--- config.mk ---
export PLATFORM = sky130hd
export DESIGN_NAME = hgcd_sqrt_cell
export DESIGN_NICKNAME = d
export VERILOG_FILES = /design/src/hgcd_sqrt_cell.sv
export SDC_FILE = /design/constraint.sdc
export NUM_CORES = 2
export LEC_CHECK = 0
export BUFFER_PORTS_ARGS = -buffer_cell sky130_fd_sc_hd__buf_4
export CAP_MARGIN = 0
export CORE_ASPECT_RATIO = 1.75
export CORE_MARGIN = 5
export CORE_UTILIZATION = 50
export CTS_CLUSTER_DIAMETER = 200
export DETAILED_ROUTE_END_ITERATION = 6
export GPL_ROUTABILITY_DRIVEN = 1
export PLACE_DENSITY = 0.67
export SLEW_MARGIN = 20
export SYNTH_ARGS = -nofsm -noshare
export SYNTH_HDL_FRONTEND = slang
export SYNTH_SLANG_ARGS = --single-unit
--- constraint.sdc ---
create_clock -name aclk -period 14.5 [get_ports aclk]
set_input_delay 1.45 -clock aclk [delete_from_list [all_inputs] [get_ports aclk]]
set_output_delay 1.45 -clock aclk [all_outputs]
set_load 0.02 [all_outputs]
--- src/hgcd_sqrt_cell.sv ---
// One restoring square-root step: decides result bit BIT
module hgcd_sqrt_cell #(
    parameter int RW  = 31,
    parameter int TW  = 62,
    parameter int BIT = 0
) (
    input  logic          aclk,
    input  logic          en,
    input  logic [TW-1:0] t_in,
    input  logic [RW-1:0] r_in,
    output logic [TW-1:0] t_out,
    output logic [RW-1:0] r_out
);
    logic [RW-1:0]   r_reg, r_next, cand;
    logic [TW-1:0]   t_reg;
    logic [2*RW-1:0] sq;

    always_comb begin
        cand   = r_in | (RW'(1) << BIT);
        sq     = (2*RW)'(cand) * (2*RW)'(cand);
        r_next = ((2*RW > TW ? sq : (2*RW)'(sq)) <= (2*RW)'(t_in)) ? cand : r_in;
    end

    always_ff @(posedge aclk) begin
        if (en) begin
            r_reg <= r_next;
            t_reg <= t_in;
        end
    end

    assign r_out = r_reg;
    assign t_out = t_reg;
endmodule

==> impl_results.md <==
- Post-CTS resize count: 0
- CTS tree: built
- Wire per inst: between 20 and 25 um
- Worst setup EP type: flop
- Register bit count reported by yosys: 93
- Routed wire length: roughly 94 mm
- Max frequency: approximately 0.09 GHz
- Largest area contributor in the netlist: fa_1
- TritonCTS Buffers: 9
- CP startpoint: r_in[14]
- Crit-path max cell delay: around 0.75 ns
- Netlist cell types: 72
- Hold Path Class: in2reg
- Largest net degree at the start of global routing: 63
- Hold WS: about 1.2 ns
- Via count: between 20,000 and 25,000
- Crit Path Max Fanout: 26
- Initial antenna violation count: 0
- Final Instance Count excl. Fillers: 4,200
- Final critical-path share of the clock period: 0.779
- All-Layer GR Usage: 0.281
- Outcome: complete, no violations
- WP data required: about 15 ns
- CP max-delay cell: a311oi_1
- Actual slew at the worst max-slew pin: about 0.9 ns
- Setup violations, final: 0
- Fin nets: ~4,600
- Most frequent CP cell: fa_1
- Total congestion overflow: 0
- Starting Density: 0.503
- Syn Std Cell Area: approximately 0.032 mm2
- Final HPWL DP: 77.9 mm
- Max Slew Vio Count: 0
- Root buffer cell: clkbuf_16
- Via/cell ratio: between 5 and 6
- Hold Path Origin: t_in[44]
- Placed Cells: 4,184
- RSZ-0062 raised after global routing: false
- Maximum capacitance violations: 0
- Post-synth EDFFs: 93
- Buffers on Ports: approximately 190
- Iteration count of the initial detailed-routing pass: 5
- Syn Nets: between 4,000 and 5,000
- Critical path arrival: between 10 and 15 ns
- Routed Antenna Nets: 0
- Setup crit start kind: input pin
- Seq/Total Area, Yosys: 0.0880
- Mapped Cells: roughly 3,300
- Rows: roughly 120
- Avg Inst Size Synth: approximately 9.7 um2
- Core ar.: 0.0630 mm2
- Worst-path clk slew: 0.08 ns
- # hold bufs at CTS: 0
- Die height: around 340 um
- Antenna fix cells: 0
- Vias in the first global route: ~26,000
- Max-slew headroom: 0.403
- # DRC: 0
- Synth async-reset ratio: 0
- Final Util: 0.541
- Synth warn: 0
- DRT iter0 DRCs: approximately 1,300
- Post-synth top flop: edfxtp_1
- Global-route wire length before repair: ~140 mm
- Area growth syn-to-layout: 7.39%
- Number of H-tree levels: 3
- TNS Setup: 0 ns
- Tmin final: 11.29 ns
- Post-CTS setup buffers: 0
- Clock tree buffer depth: 2
- Area contributors post-synth: fa_1 47%, ha_1 13%, inv_1 11%, edfxtp_1 8.8%, nand2_1 3.4%
- IO Count: ~190
- Final Wtd Congestion: 1.00
- Share of layout cells above drive strength 1: 0.0695
- Clock net sink count: 93
- Die Width: 200 um
- Die area: 0.0688 mm2
- Final-report hold violation count: 0
- Worst setup path category: in2reg
- Share of the synthesized area in the top cell type: 0.473
[layout by cell type (no fill, tap or decap), drive strengths merged, types with 54 or more instances in the layout]
| cell type | synthesis | final |
|---|---|---|
| a21o | 59 | 59 |
| o21ai | 54 | 54 |
| ha | 334 | 334 |
| edfxtp | 93 | 93 |
| a21oi | 83 | 83 |
| and2 | 120 | 120 |
| fa | 750 | 750 |
| nand2 | 290 | 290 |
| nor2 | 131 | 131 |
| inv | 969 | 972 |
| buf | 8 | 192 |
[routing by layer]
layer | track usage | wire, um | vias up
li1 | - | - | 9991
met1 | 0.262 | 27600 | 11737
met2 | 0.536 | 52500 | 889
met3 | 0.0350 | 4210 | 420
met4 | 0.239 | 10000 | 0
met5 | 0 | 0 | -
[state kept, by name (all words and copies together), names as in the netlist]
signal and cells:
r_out 31, t_out 62
[per-stage QoR]
step | cell area, um2 | setup WS (ns)
after floorplan | 31700 | 4.60
after global placement | 33800 | 3.03
after detailed placement | 33800 | 2.92
after CTS | 34100 | 3.33
after global routing | 34100 | 2.79
final | 34100 | 3.21
[worst max-delay path, delay by kind of cell]
family / cells / cell delay (ns)
AOI/OAI and AO/OA: 13 / 3.55
xor gates and xnor gates: 1 / 0.17
adders and majority gates: 10 / 4.71
buffers and inverters: 4 / 1.03
and+or+nand+nor: 3 / 0.66
[synth_stat cells, types with 3 or more instances]
cell type	number
xnor2_1	43
o21ai_0	49
clkbuf_1	90
nand2b_1	9
o21bai_1	8
a31o_2	4
a31oi_1	17
o311ai_0	4
edfxtp_1	93
a311oi_1	4
and4_1	3
buf_1	3
fa_1	750
o211ai_1	9
nand4_1	20
or2_2	7
inv_2	3
mux2i_1	4
nand2_1	290
nor3_1	10
o21a_1	9
a211oi_1	8
clkinv_1	9
nor2_1	131
o22ai_1	3
a221o_1	4
and3_1	19
ha_1	334
buf_2	3
o21ai_1	3
nand3_1	24
a21o_1	59
a21oi_1	80
nor2b_1	10
inv_1	966
xor2_1	33
and2_1	120
a41oi_1	3
nand3b_1	3
nor3b_1	3
[final timing paths]
kind                                endpoint  slack (ns)  cells after the start
worst max-delay path  r_out[0]$_SDFFCE_PP1P_        3.21                     31
worst min-delay path     t_out[44]$_DFFE_PP_        1.23                      1
[cell type report]
class	count	area (um2)
clock buffer	9	225
clock inverter	7	67.6
fill	5800	29000
inverter	978	3670
multi-input combinational	2115	24900
sequential	93	2790
tap	806	1010
timing repair buffer	192	1440
[cell families (layout without fill, tap and decap cells)]
logic type / after synthesis / count (layout) / share of synthesized area
fa+ha+maj: 1084 / 1084 / 0.605
buf+inv: 1077 / 1186 / 0.128
simple gates: 662 / 662 / 0.0971
compound gates: 288 / 288 / 0.0595
flops: 93 / 93 / 0.0880
xor+xnor: 76 / 76 / 0.0210
mux: 5 / 5 / 0.00162
Power is not shown: default switching activity piles up to over one toggle a cycle in this logic, so the estimate is an artifact.
