`src/hgcd_rot_cell.sv`:
```
// One rotation-mode CORDIC step
module hgcd_rot_cell #(
    parameter int W     = 34,
    parameter int SHIFT = 0,
    parameter logic signed [W-1:0] ATAN = '0
) (
    input  logic                aclk,
    input  logic                en,
    input  logic signed [W-1:0] x_in,
    input  logic signed [W-1:0] y_in,
    input  logic signed [W-1:0] z_in,
    output logic signed [W-1:0] x_out,
    output logic signed [W-1:0] y_out,
    output logic signed [W-1:0] z_out
);
    logic signed [W-1:0] x_reg, y_reg, z_reg;
    logic signed [W-1:0] x_next, y_next, z_next;
    logic signed [W-1:0] dx, dy;

    always_comb begin
        dx = y_in >>> SHIFT;
        dy = x_in >>> SHIFT;
        if (!z_in[W-1]) begin
            x_next = x_in - dx;
            y_next = y_in + dy;
            z_next = z_in - ATAN;
        end else begin
            x_next = x_in + dx;
            y_next = y_in - dy;
            z_next = z_in + ATAN;
        end
    end

    always_ff @(posedge aclk) begin
        if (en) begin
            x_reg <= x_next;
            y_reg <= y_next;
            z_reg <= z_next;
        end
    end

    assign x_out = x_reg;
    assign y_out = y_reg;
    assign z_out = z_reg;
endmodule

```
`config.mk`:
```
export PLATFORM = sky130hd
export DESIGN_NAME = hgcd_rot_cell
export DESIGN_NICKNAME = d
export VERILOG_FILES = /design/src/hgcd_rot_cell.sv
export SDC_FILE = /design/constraint.sdc
export NUM_CORES = 1
export LEC_CHECK = 0
export ABC_AREA = 0
export BUFFER_PORTS_ARGS = -buffer_cell sky130_fd_sc_hd__buf_2
export CAP_MARGIN = 20
export CORE_MARGIN = 8
export CORE_UTILIZATION = 45
export CTS_CLUSTER_SIZE = 16
export DETAILED_ROUTE_END_ITERATION = 8
export HOLD_SLACK_MARGIN = 0.03
export PLACE_DENSITY = 0.73
export SYNTH_ARGS = -nofsm -noshare
export SYNTH_HDL_FRONTEND = slang
export SYNTH_SLANG_ARGS = --single-unit
```
`constraint.sdc`:
```
create_clock -name aclk -period 5.41 [get_ports aclk]
set_input_delay 0.541 -clock aclk [delete_from_list [all_inputs] [get_ports aclk]]
set_output_delay 0.541 -clock aclk [all_outputs]
set_load 0.01 [all_outputs]
```
==> results.md <==
- CTS tree: built
- Static Leak: 4.56 nW
- PostCTS Resize Cnt: 0
- Vias in the first global route: between 7000 and 8000
- Post-CTS setup buffers: 0
- Post-DR vias/cell: 5.82
- Post-Syn Instances: 996
- Count of final setup violators: 0
- Fin. max-slew vios: 0
- Power Dens Cells: approximately 260 mW/mm²
- Die Area: around 0.025 mm²
- Overall Power: 2.70 mW
- DR WL met2: 13200 µm
- Internal power: about 1.7 mW
- Fmax: between 200 and 300 MHz
- Slew @ Worst Pin: approximately 960 ps
- Largest cells by area after synthesis: edfxtp_1 (34%), ha_1 (14%), a21oi_1 (5.7%), xnor2_1 (5.3%), inv_1 (4.2%)
- Fin Hold WS: 360 ps
- Final worst path period share: ~62%
- EDFF count, synth: approximately 100
- Relative slew slack: 36.2%
- Max Cap Viol: 0
- Clk pin slew, worst setup/hold paths: roughly 70 ps
- Final Critical Period: around 3400 ps
- Max Root-Sink Buffers: 2
- Overall routing resource usage: 22.7%
- Post-place instance area: ~0.010 mm²
- Setup WS post-layout: slightly above 2000 ps
- Drt pass-1 iters: 6
- P_sw: roughly 0.96 mW
- Core area: 0.0195 mm²
- Worst VDD drop: between 0.00015 and 0.0002 V
- Highest metal used: met5
- Worst EP required: 5490 ps
- Flop pwr share: roughly two fifths
- Vias: 8386
- CTS buffer count: 9
- Largest net degree at the start of global routing: between 50 and 60
- Status: completed
- Post-Route WL: 28700 µm
- Logic pwr share: a little over a third
- CTS sink cnt: ~100
- Die height: approximately 160 µm
- RSZ-0062 raised after global routing: false
- Port Buffer Count: a little over 200
- Sequential-to-total area share from yosys stat: 33.7%
- Area Overhead vs Synth: 16.4%
- Root Buffer: clkbuf_16
- Starting density of the core: 46.1%
- Setup TNS: 0 ps
- Synth Flop Type: edfxtp_1
- Ys Warns: 0
- Worst Setup End Kind: register
- Routed metal-1 wirelength: about 12000 µm
- Drt wl/cell: between 15 and 20 µm
- Rows: slightly above 50
- Final hold vios: 0
- DP Worst Slack: around 1700 ps
- Fraction of power spent switching nets: about 36%
- Synth top area share: around a third
- Syn_area_per_cell: approximately 9.0 µm²
- Hold buffers post-CTS: 0
- Post-Syn Area: between 0.009 and 0.01 mm²
- Ys async rst share: 0%
- Clk network pwr share: 25.3%
- Met3 wire len: approximately 2800 µm
- Die Span X: 157 µm
- Max FO, Critical Path: 17
- I/O Pins: 206
- Antenna viol nets, final: 0
- Setup Crit Path Kind: input port to register
- Arr. time, crit path: 3450 ps
- GRT Residual Overflow: 0
- Share of cells above drive strength 1: 21.3%
- Global-route wire length before repair: between 40000 and 50000 µm
- GPL Wtd Cong: 0.952
- Largest area contributor in the synthesized netlist: edfxtp_1
- Design area: between 0.01 and 0.015 mm²
- Post-synthesis cell type count: about 80
- Synthesized net count: around 1200
- Worst Hold Class: input port to register
- Worst setup SP type: input port
- DRT iter0 DRCs: approximately 890
- DRC Markers: 0
- Nets: between 1000 and 1500
- Detail Placement HPWL: between 20000 and 25000 µm
- Number of antenna violations at the first check in global routing: 3
- H-tree Lvls: 3
- Yosys reg bits: about 100
-- worst paths after layout --
path,depth (start not counted),to,start
max,11,x_out[20]$_DFFE_PP_,x_in[10]
min,1,z_out[20]$_DFFE_PP_,z_in[20]
-- flip-flops by register name, indices dropped and copies added, names as in the netlist --
register,flops
y_out,33
x_out,34
z_out,34
-- critical path, cell delays in order --
cell and delay [ps]:
buf_2 100, inv_1 40, ha_1 500, nor4_1 750
nand3_1 160, a21oi_1 300, nor3_2 150, o21ba_1 240
o31ai_1 350, a21oi_1 150, xor2_1 170
-- per-stage QoR --
step,std cells,utilization [%]
after floorplan,996,-
after global placement,1423,52.1
after detailed placement,1423,52.1
after CTS,1439,53.7
after global routing,1441,53.7
final,1441,53.7
-- layer usage --
| metal | global-route usage [%] | vias to the layer above |
|---|---|---|
| li1 | - | 3986 |
| met1 | 29.7 | 3945 |
| met2 | 37.0 | 416 |
| met3 | 5.62 | 37 |
| met4 | 5.26 | 2 |
| met5 | 0 | - |
-- cells by family after synthesis --
kind of cell / Yosys count / share of synthesized area (%)
AO/OA/AOI/OAI: 343 / 24.7
AND/OR/NAND/NOR: 223 / 12.5
buffers and inverters: 146 / 6.52
adder cells (fa/ha/maj): 103 / 14.6
flip-flops: 101 / 33.7
XOR/XNOR: 64 / 6.22
multiplexers: 16 / 1.78
-- power by group through the flow --
| stage | combinational (mW) | clock (mW) | sequential [mW] |
|---|---|---|---|
| after floorplan | 0.550 | 0 | 1.11 |
| after global placement | 0.960 | 0 | 1.05 |
| after global routing | 1.06 | 0.725 | 1.05 |
| after CTS | 0.971 | 0.698 | 1.04 |
| final | 0.977 | 0.683 | 1.04 |
| after detailed placement | 0.965 | 0 | 1.06 |
-- layout make-up --
class	instances	area [µm²]
fillers	1870	9040
multi-input cells	749	5390
flip-flops and latches	101	3030
repair buffers	208	1050
inverters	100	375
well taps	265	332
clock buffers	10	229
clock inverters	6	71.3
diodes	2	5.00
-- cell usage after synthesis, types with 6 or more instances --
master	number
nor2_1	65
nor2b_1	15
xnor2_1	54
nand2_1	44
a211oi_1	9
nand3_1	19
o31ai_1	10
nor4_1	11
nand4_1	17
clkbuf_1	18
buf_2	16
nand2b_1	7
o41ai_1	6
o21ai_0	75
a21o_1	14
o21bai_1	10
inv_1	100
o211ai_1	13
o21ai_1	9
o21a_1	16
a31oi_1	17
nor3_1	12
buf_1	8
xor2_1	10
mux2i_1	16
ha_1	100
and3_1	6
a21oi_1	102
edfxtp_1	101
-- cells in the final DEF, fill, tap and decap left out, types with 19 or more instances in the layout --
cell type / Yosys / routed
edfxtp_1: 101 / 101
buf_2: 16 / 204
o21ai_0: 75 / 75
ha_1: 100 / 100
inv_1: 100 / 100
nand3_1: 19 / 19
a21oi_1: 102 / 102
nor2_1: 65 / 65
xnor2_1: 54 / 54
nand2_1: 44 / 44
Note: power is estimated with default switching activity, not from simulation.
