$ cat src/hgcd_vec_cell.sv
// One vectoring-mode CORDIC step
module hgcd_vec_cell #(
    parameter int W     = 34,
    parameter int SHIFT = 0,
    parameter logic signed [W-1:0] ATAN = '0
) (
    input  logic                aclk,
    input  logic                en,
    input  logic signed [W-1:0] x_in,
    input  logic signed [W-1:0] y_in,
    input  logic signed [W-1:0] z_in,
    output logic signed [W-1:0] x_out,
    output logic signed [W-1:0] y_out,
    output logic signed [W-1:0] z_out
);
    logic signed [W-1:0] x_reg, y_reg, z_reg;
    logic signed [W-1:0] x_next, y_next, z_next;
    logic signed [W-1:0] dx, dy;

    always_comb begin
        dx = y_in >>> SHIFT;
        dy = x_in >>> SHIFT;
        if (y_in > 0) begin
            x_next = x_in + dx;
            y_next = y_in - dy;
            z_next = z_in + ATAN;
        end else begin
            x_next = x_in - dx;
            y_next = y_in + dy;
            z_next = z_in - ATAN;
        end
    end

    always_ff @(posedge aclk) begin
        if (en) begin
            x_reg <= x_next;
            y_reg <= y_next;
            z_reg <= z_next;
        end
    end

    assign x_out = x_reg;
    assign y_out = y_reg;
    assign z_out = z_reg;
endmodule

$ cat config.mk
export PLATFORM = sky130hd
export DESIGN_NAME = hgcd_vec_cell
export DESIGN_NICKNAME = d
export VERILOG_FILES = /design/src/hgcd_vec_cell.sv
export SDC_FILE = /design/constraint.sdc
export NUM_CORES = 1
export LEC_CHECK = 0
export BUFFER_PORTS_ARGS = -buffer_cell sky130_fd_sc_hd__buf_2
export CAP_MARGIN = 10
export CORE_MARGIN = 2
export CORE_UTILIZATION = 25
export CTS_CLUSTER_DIAMETER = 60
export CTS_CLUSTER_SIZE = 25
export DETAILED_ROUTE_END_ITERATION = 7
export MAX_ROUTING_LAYER = met4
export PLACE_DENSITY = 0.43
export SLEW_MARGIN = 20
export SYNTH_ARGS = -nofsm -noshare
export SYNTH_HDL_FRONTEND = slang
export SYNTH_SLANG_ARGS = --single-unit
$ cat constraint.sdc
create_clock -name aclk -period 7 [get_ports aclk]
set_clock_uncertainty 0.05 [all_clocks]
set_input_delay 0.7 -clock aclk [delete_from_list [all_inputs] [get_ports aclk]]
set_output_delay 0.7 -clock aclk [all_outputs]
set_load 0.05 [all_outputs]
==> flow_metrics.py <==
metrics = {
    "synthesis": {
        "yosysTopAreaCell": "edfxtp_1",
        "synth_nets": 1225,
        "synth_area_per_cell_um2": 8.98,
        "post-synth-top-area-fraction_pct": 33.1,
        "ys_types": 83,
        "yosysMostFrequentCell": "a21oi_1",
        "yosys_warnings": 0,
        "netlist_top_cells_area": "edfxtp_1, ha_1, a21oi_1",
        "syn_inst": 1019,
        "synth_seq_area_share_pct": 33.1,
        "ys.flop_type": "edfxtp_1",
        "synth_top_cells_by_count": "a21oi_1, edfxtp_1, inv_1",
        "async_flop_share_pct": 0,
        "ys_seq_elements": 101,
        "synth_edf_count": 101,
        "synth_area_um2": 9150,
    },
    "global_route": {
        "gr-total-overflow": 0,
        "grt_usage_pct": 18.2,
        "grt_max_degree": 62,
        "grt_pass1_vias": 8163,
        "grt_pass1_wl_mm": 50.7,
        "grt_antenna_before_repair": 4,
    },
    "clocking": {
        "postCtsHoldBufs": 0,
        "cts_tree": "yes",
        "cts_buffer_depth": 2,
        "cts_root_buf": "clkbuf_16",
        "cts_sinks": 101,
        "postCtsSetupRepairBufs": 0,
        "clk_pin_slew_ns": 0.07,
        "numCtsBuffers": 9,
        "cts_resized": 0,
        "h-tree-depth": 3,
    },
    "critical_path": {
        "path_class": "in -> reg",
        "cp_slowest_cell": "nor3_1",
        "crit_arrival_ns": 3.79,
        "cp_data_required_time_ns": 7.08,
        "crit_fanout": 14,
        "crit_chain": "buf_2, inv_1, ha_1, inv_1, a21oi_1, o31ai_1, a41oi_1, o32ai_1, nor3_1, o31ai_1, a22oi_1, xor2_1",
        "critPathLaunchType": "input port",
        "critPathCaptureType": "flip-flop",
        "cpPeakStageDelay_ns": 0.71,
    },
    "timing": {
        "setup_violations": 0,
        "hold_viol": 0,
        "worst_pin_slew_ns": 0.896,
        "worst_hold_slack_ns": 0.439,
        "rsz0062_at_grt": "false",
        "post-route-min-period_ns": 3.71,
        "timing.fmax_ghz": 0.270,
        "setup_tns_ns": 0,
        "finalCritPeriodShare_pct": 53.0,
        "slew_viol_final": 0,
        "max_slew_margin_pct": 39.7,
    },
    "layout": {
        "multi_input_area_um2": 5470,
        "syn_to_final_growth_pct": 18.6,
        "post-route-util_pct": 29.9,
        "nNetsFinal": 1401,
        "final_cells": 1672,
        "n_fill_cell": 3903,
        "drive_gt1_share_pct": 21.8,
        "regArea_um2": 3030,
        "design_area_um2": 10900,
    },
    "drt": {
        "drc_errors": 0,
        "wl_per_cell_um": 20.3,
        "wirelength_mm": 33.9,
        "viasPerCell": 5.00,
        "drt_pass1_iterations": 5,
        "ant_nets": 0,
        "num_vias": 8361,
        "drtIter0Drc": 649,
    },
    "floorplanning": {
        "io_pins": 206,
        "core_area_um2": 36300,
        "die_x_um": 195,
        "die_area_um2": 38200,
        "rows": 70,
        "dieHeight_um": 195,
        "start_util_pct": 25.2,
    },
    "place": {
        "gp_congestion": 0.920,
        "io_buffers": 205,
        "dpl_cell_area_um2": 10500,
        "post-place-cells": 1652,
        "dp_hpwl_mm": 26.8,
    },
    "power": {
        "p_per_area_nw_per_um2": 220,
        "peakVddDrop_v": 0.000110,
        "p_leak_nw": 4.61,
    },
    "hold_path": {
        "worstHoldPathCells": 1,
        "min_to": "z_out[30]$_DFFE_PP_",
        "hold_start": "z_in[30]",
        "min_path_type": "in -> reg",
    },
    "outcome": {
        "outcome": "finished clean",
    },
    "run": {
        "drv_cap": 0,
    },
}
state kept, by name, summed over array words and instances (netlist names):
signal,count
x_out,34
z_out,34
y_out,33
worst max-delay path: cells and delay by family:
kind | cells | cell delay (ns)
AOI/OAI and AO/OA | 6 | 1.25
xor gates and xnor gates | 1 | 0.09
buffers and inverters | 3 | 0.37
and+or+nand+nor | 1 | 0.71
adders and majority gates | 1 | 0.66
area by class of cell:
| cell class | instances | share of cell area, % |
|---|---|---|
| Multi-Input combinational cell | 767 | 50.4 |
| Sequential cell | 101 | 27.9 |
| Timing Repair Buffer | 208 | 9.68 |
| Tap cell | 468 | 5.40 |
| Inverter | 108 | 3.77 |
| Clock buffer | 10 | 2.11 |
| Clock inverter | 6 | 0.646 |
| Antenna cell | 4 | 0.0922 |
how the worst max path moves through the flow:
stage | start | end | slack [ns] | depth (start not counted)
finish | x_in[13] | x_out[32]$_DFFE_PP_ | 3.29 | 12
global route | x_in[20] | x_out[32]$_DFFE_PP_ | 2.90 | 12
CTS | x_in[24] | y_out[33]$_DFFE_PP_ | 3.36 | 12
detailed placement | x_in[24] | y_out[33]$_DFFE_PP_ | 2.94 | 12
global placement | x_in[20] | x_out[32]$_DFFE_PP_ | 2.92 | 12
floorplan | x_in[0] | y_out[26]$_DFFE_PP_ | 3.85 | 11
cell families after synthesis:
| kind of cell | synth area share (%) |
|---|---|
| flops | 33.1 |
| buf+inv | 7.30 |
| fa+ha+maj | 14.2 |
| mux | 1.64 |
| compound gates | 23.8 |
| xor+xnor | 6.31 |
| simple gates | 13.6 |
per-layer routing:
layer | vias up | global-route usage, % | share of wire [%]
met4 | 0 | 4.27 | 1.2
li1 | 4043 | - | -
met2 | 298 | 27.7 | 45
met3 | 25 | 3.97 | 6.7
met5 | - | - | 0
met1 | 3995 | 24.5 | 47
placed cells by master (no fill, tap or decap), types with 12 or more instances in the layout:
cell,Yosys,final
a21oi_1,123,122
buf_2,14,204
nor4_1,16,16
nand3_1,13,13
a31oi_1,12,12
o21bai_1,15,15
a21o_1,15,14
nor2_1,80,80
nand4_1,13,13
xnor2_1,58,58
nand2_1,52,52
inv_1,100,100
o21ai_0,68,68
mux2i_1,15,15
a211oi_1,12,12
ha_1,99,99
nor3_1,26,26
edfxtp_1,101,101
power breakdown:
part           internal, mW  switching (mW)  total, mW  leakage, nW
registers             0.778          0.0231      0.801        0.989
clock network         0.281           0.257      0.538        0.147
logic                 0.289           0.757       1.05         3.48
total                  1.35            1.04       2.39         4.61
through the flow:
| step | total power, mW | worst slack (ns) |
|---|---|---|
| 3_5_place_dp | 1.86 | 2.94 |
| 3_3_place_gp | 1.87 | 2.92 |
| 4_1_cts | 2.42 | 3.36 |
| 5_1_grt | 2.51 | 2.90 |
| 6_report | 2.39 | 3.29 |
| 2_1_floorplan | 1.56 | 3.85 |
Power figures use the tool's default switching activity.
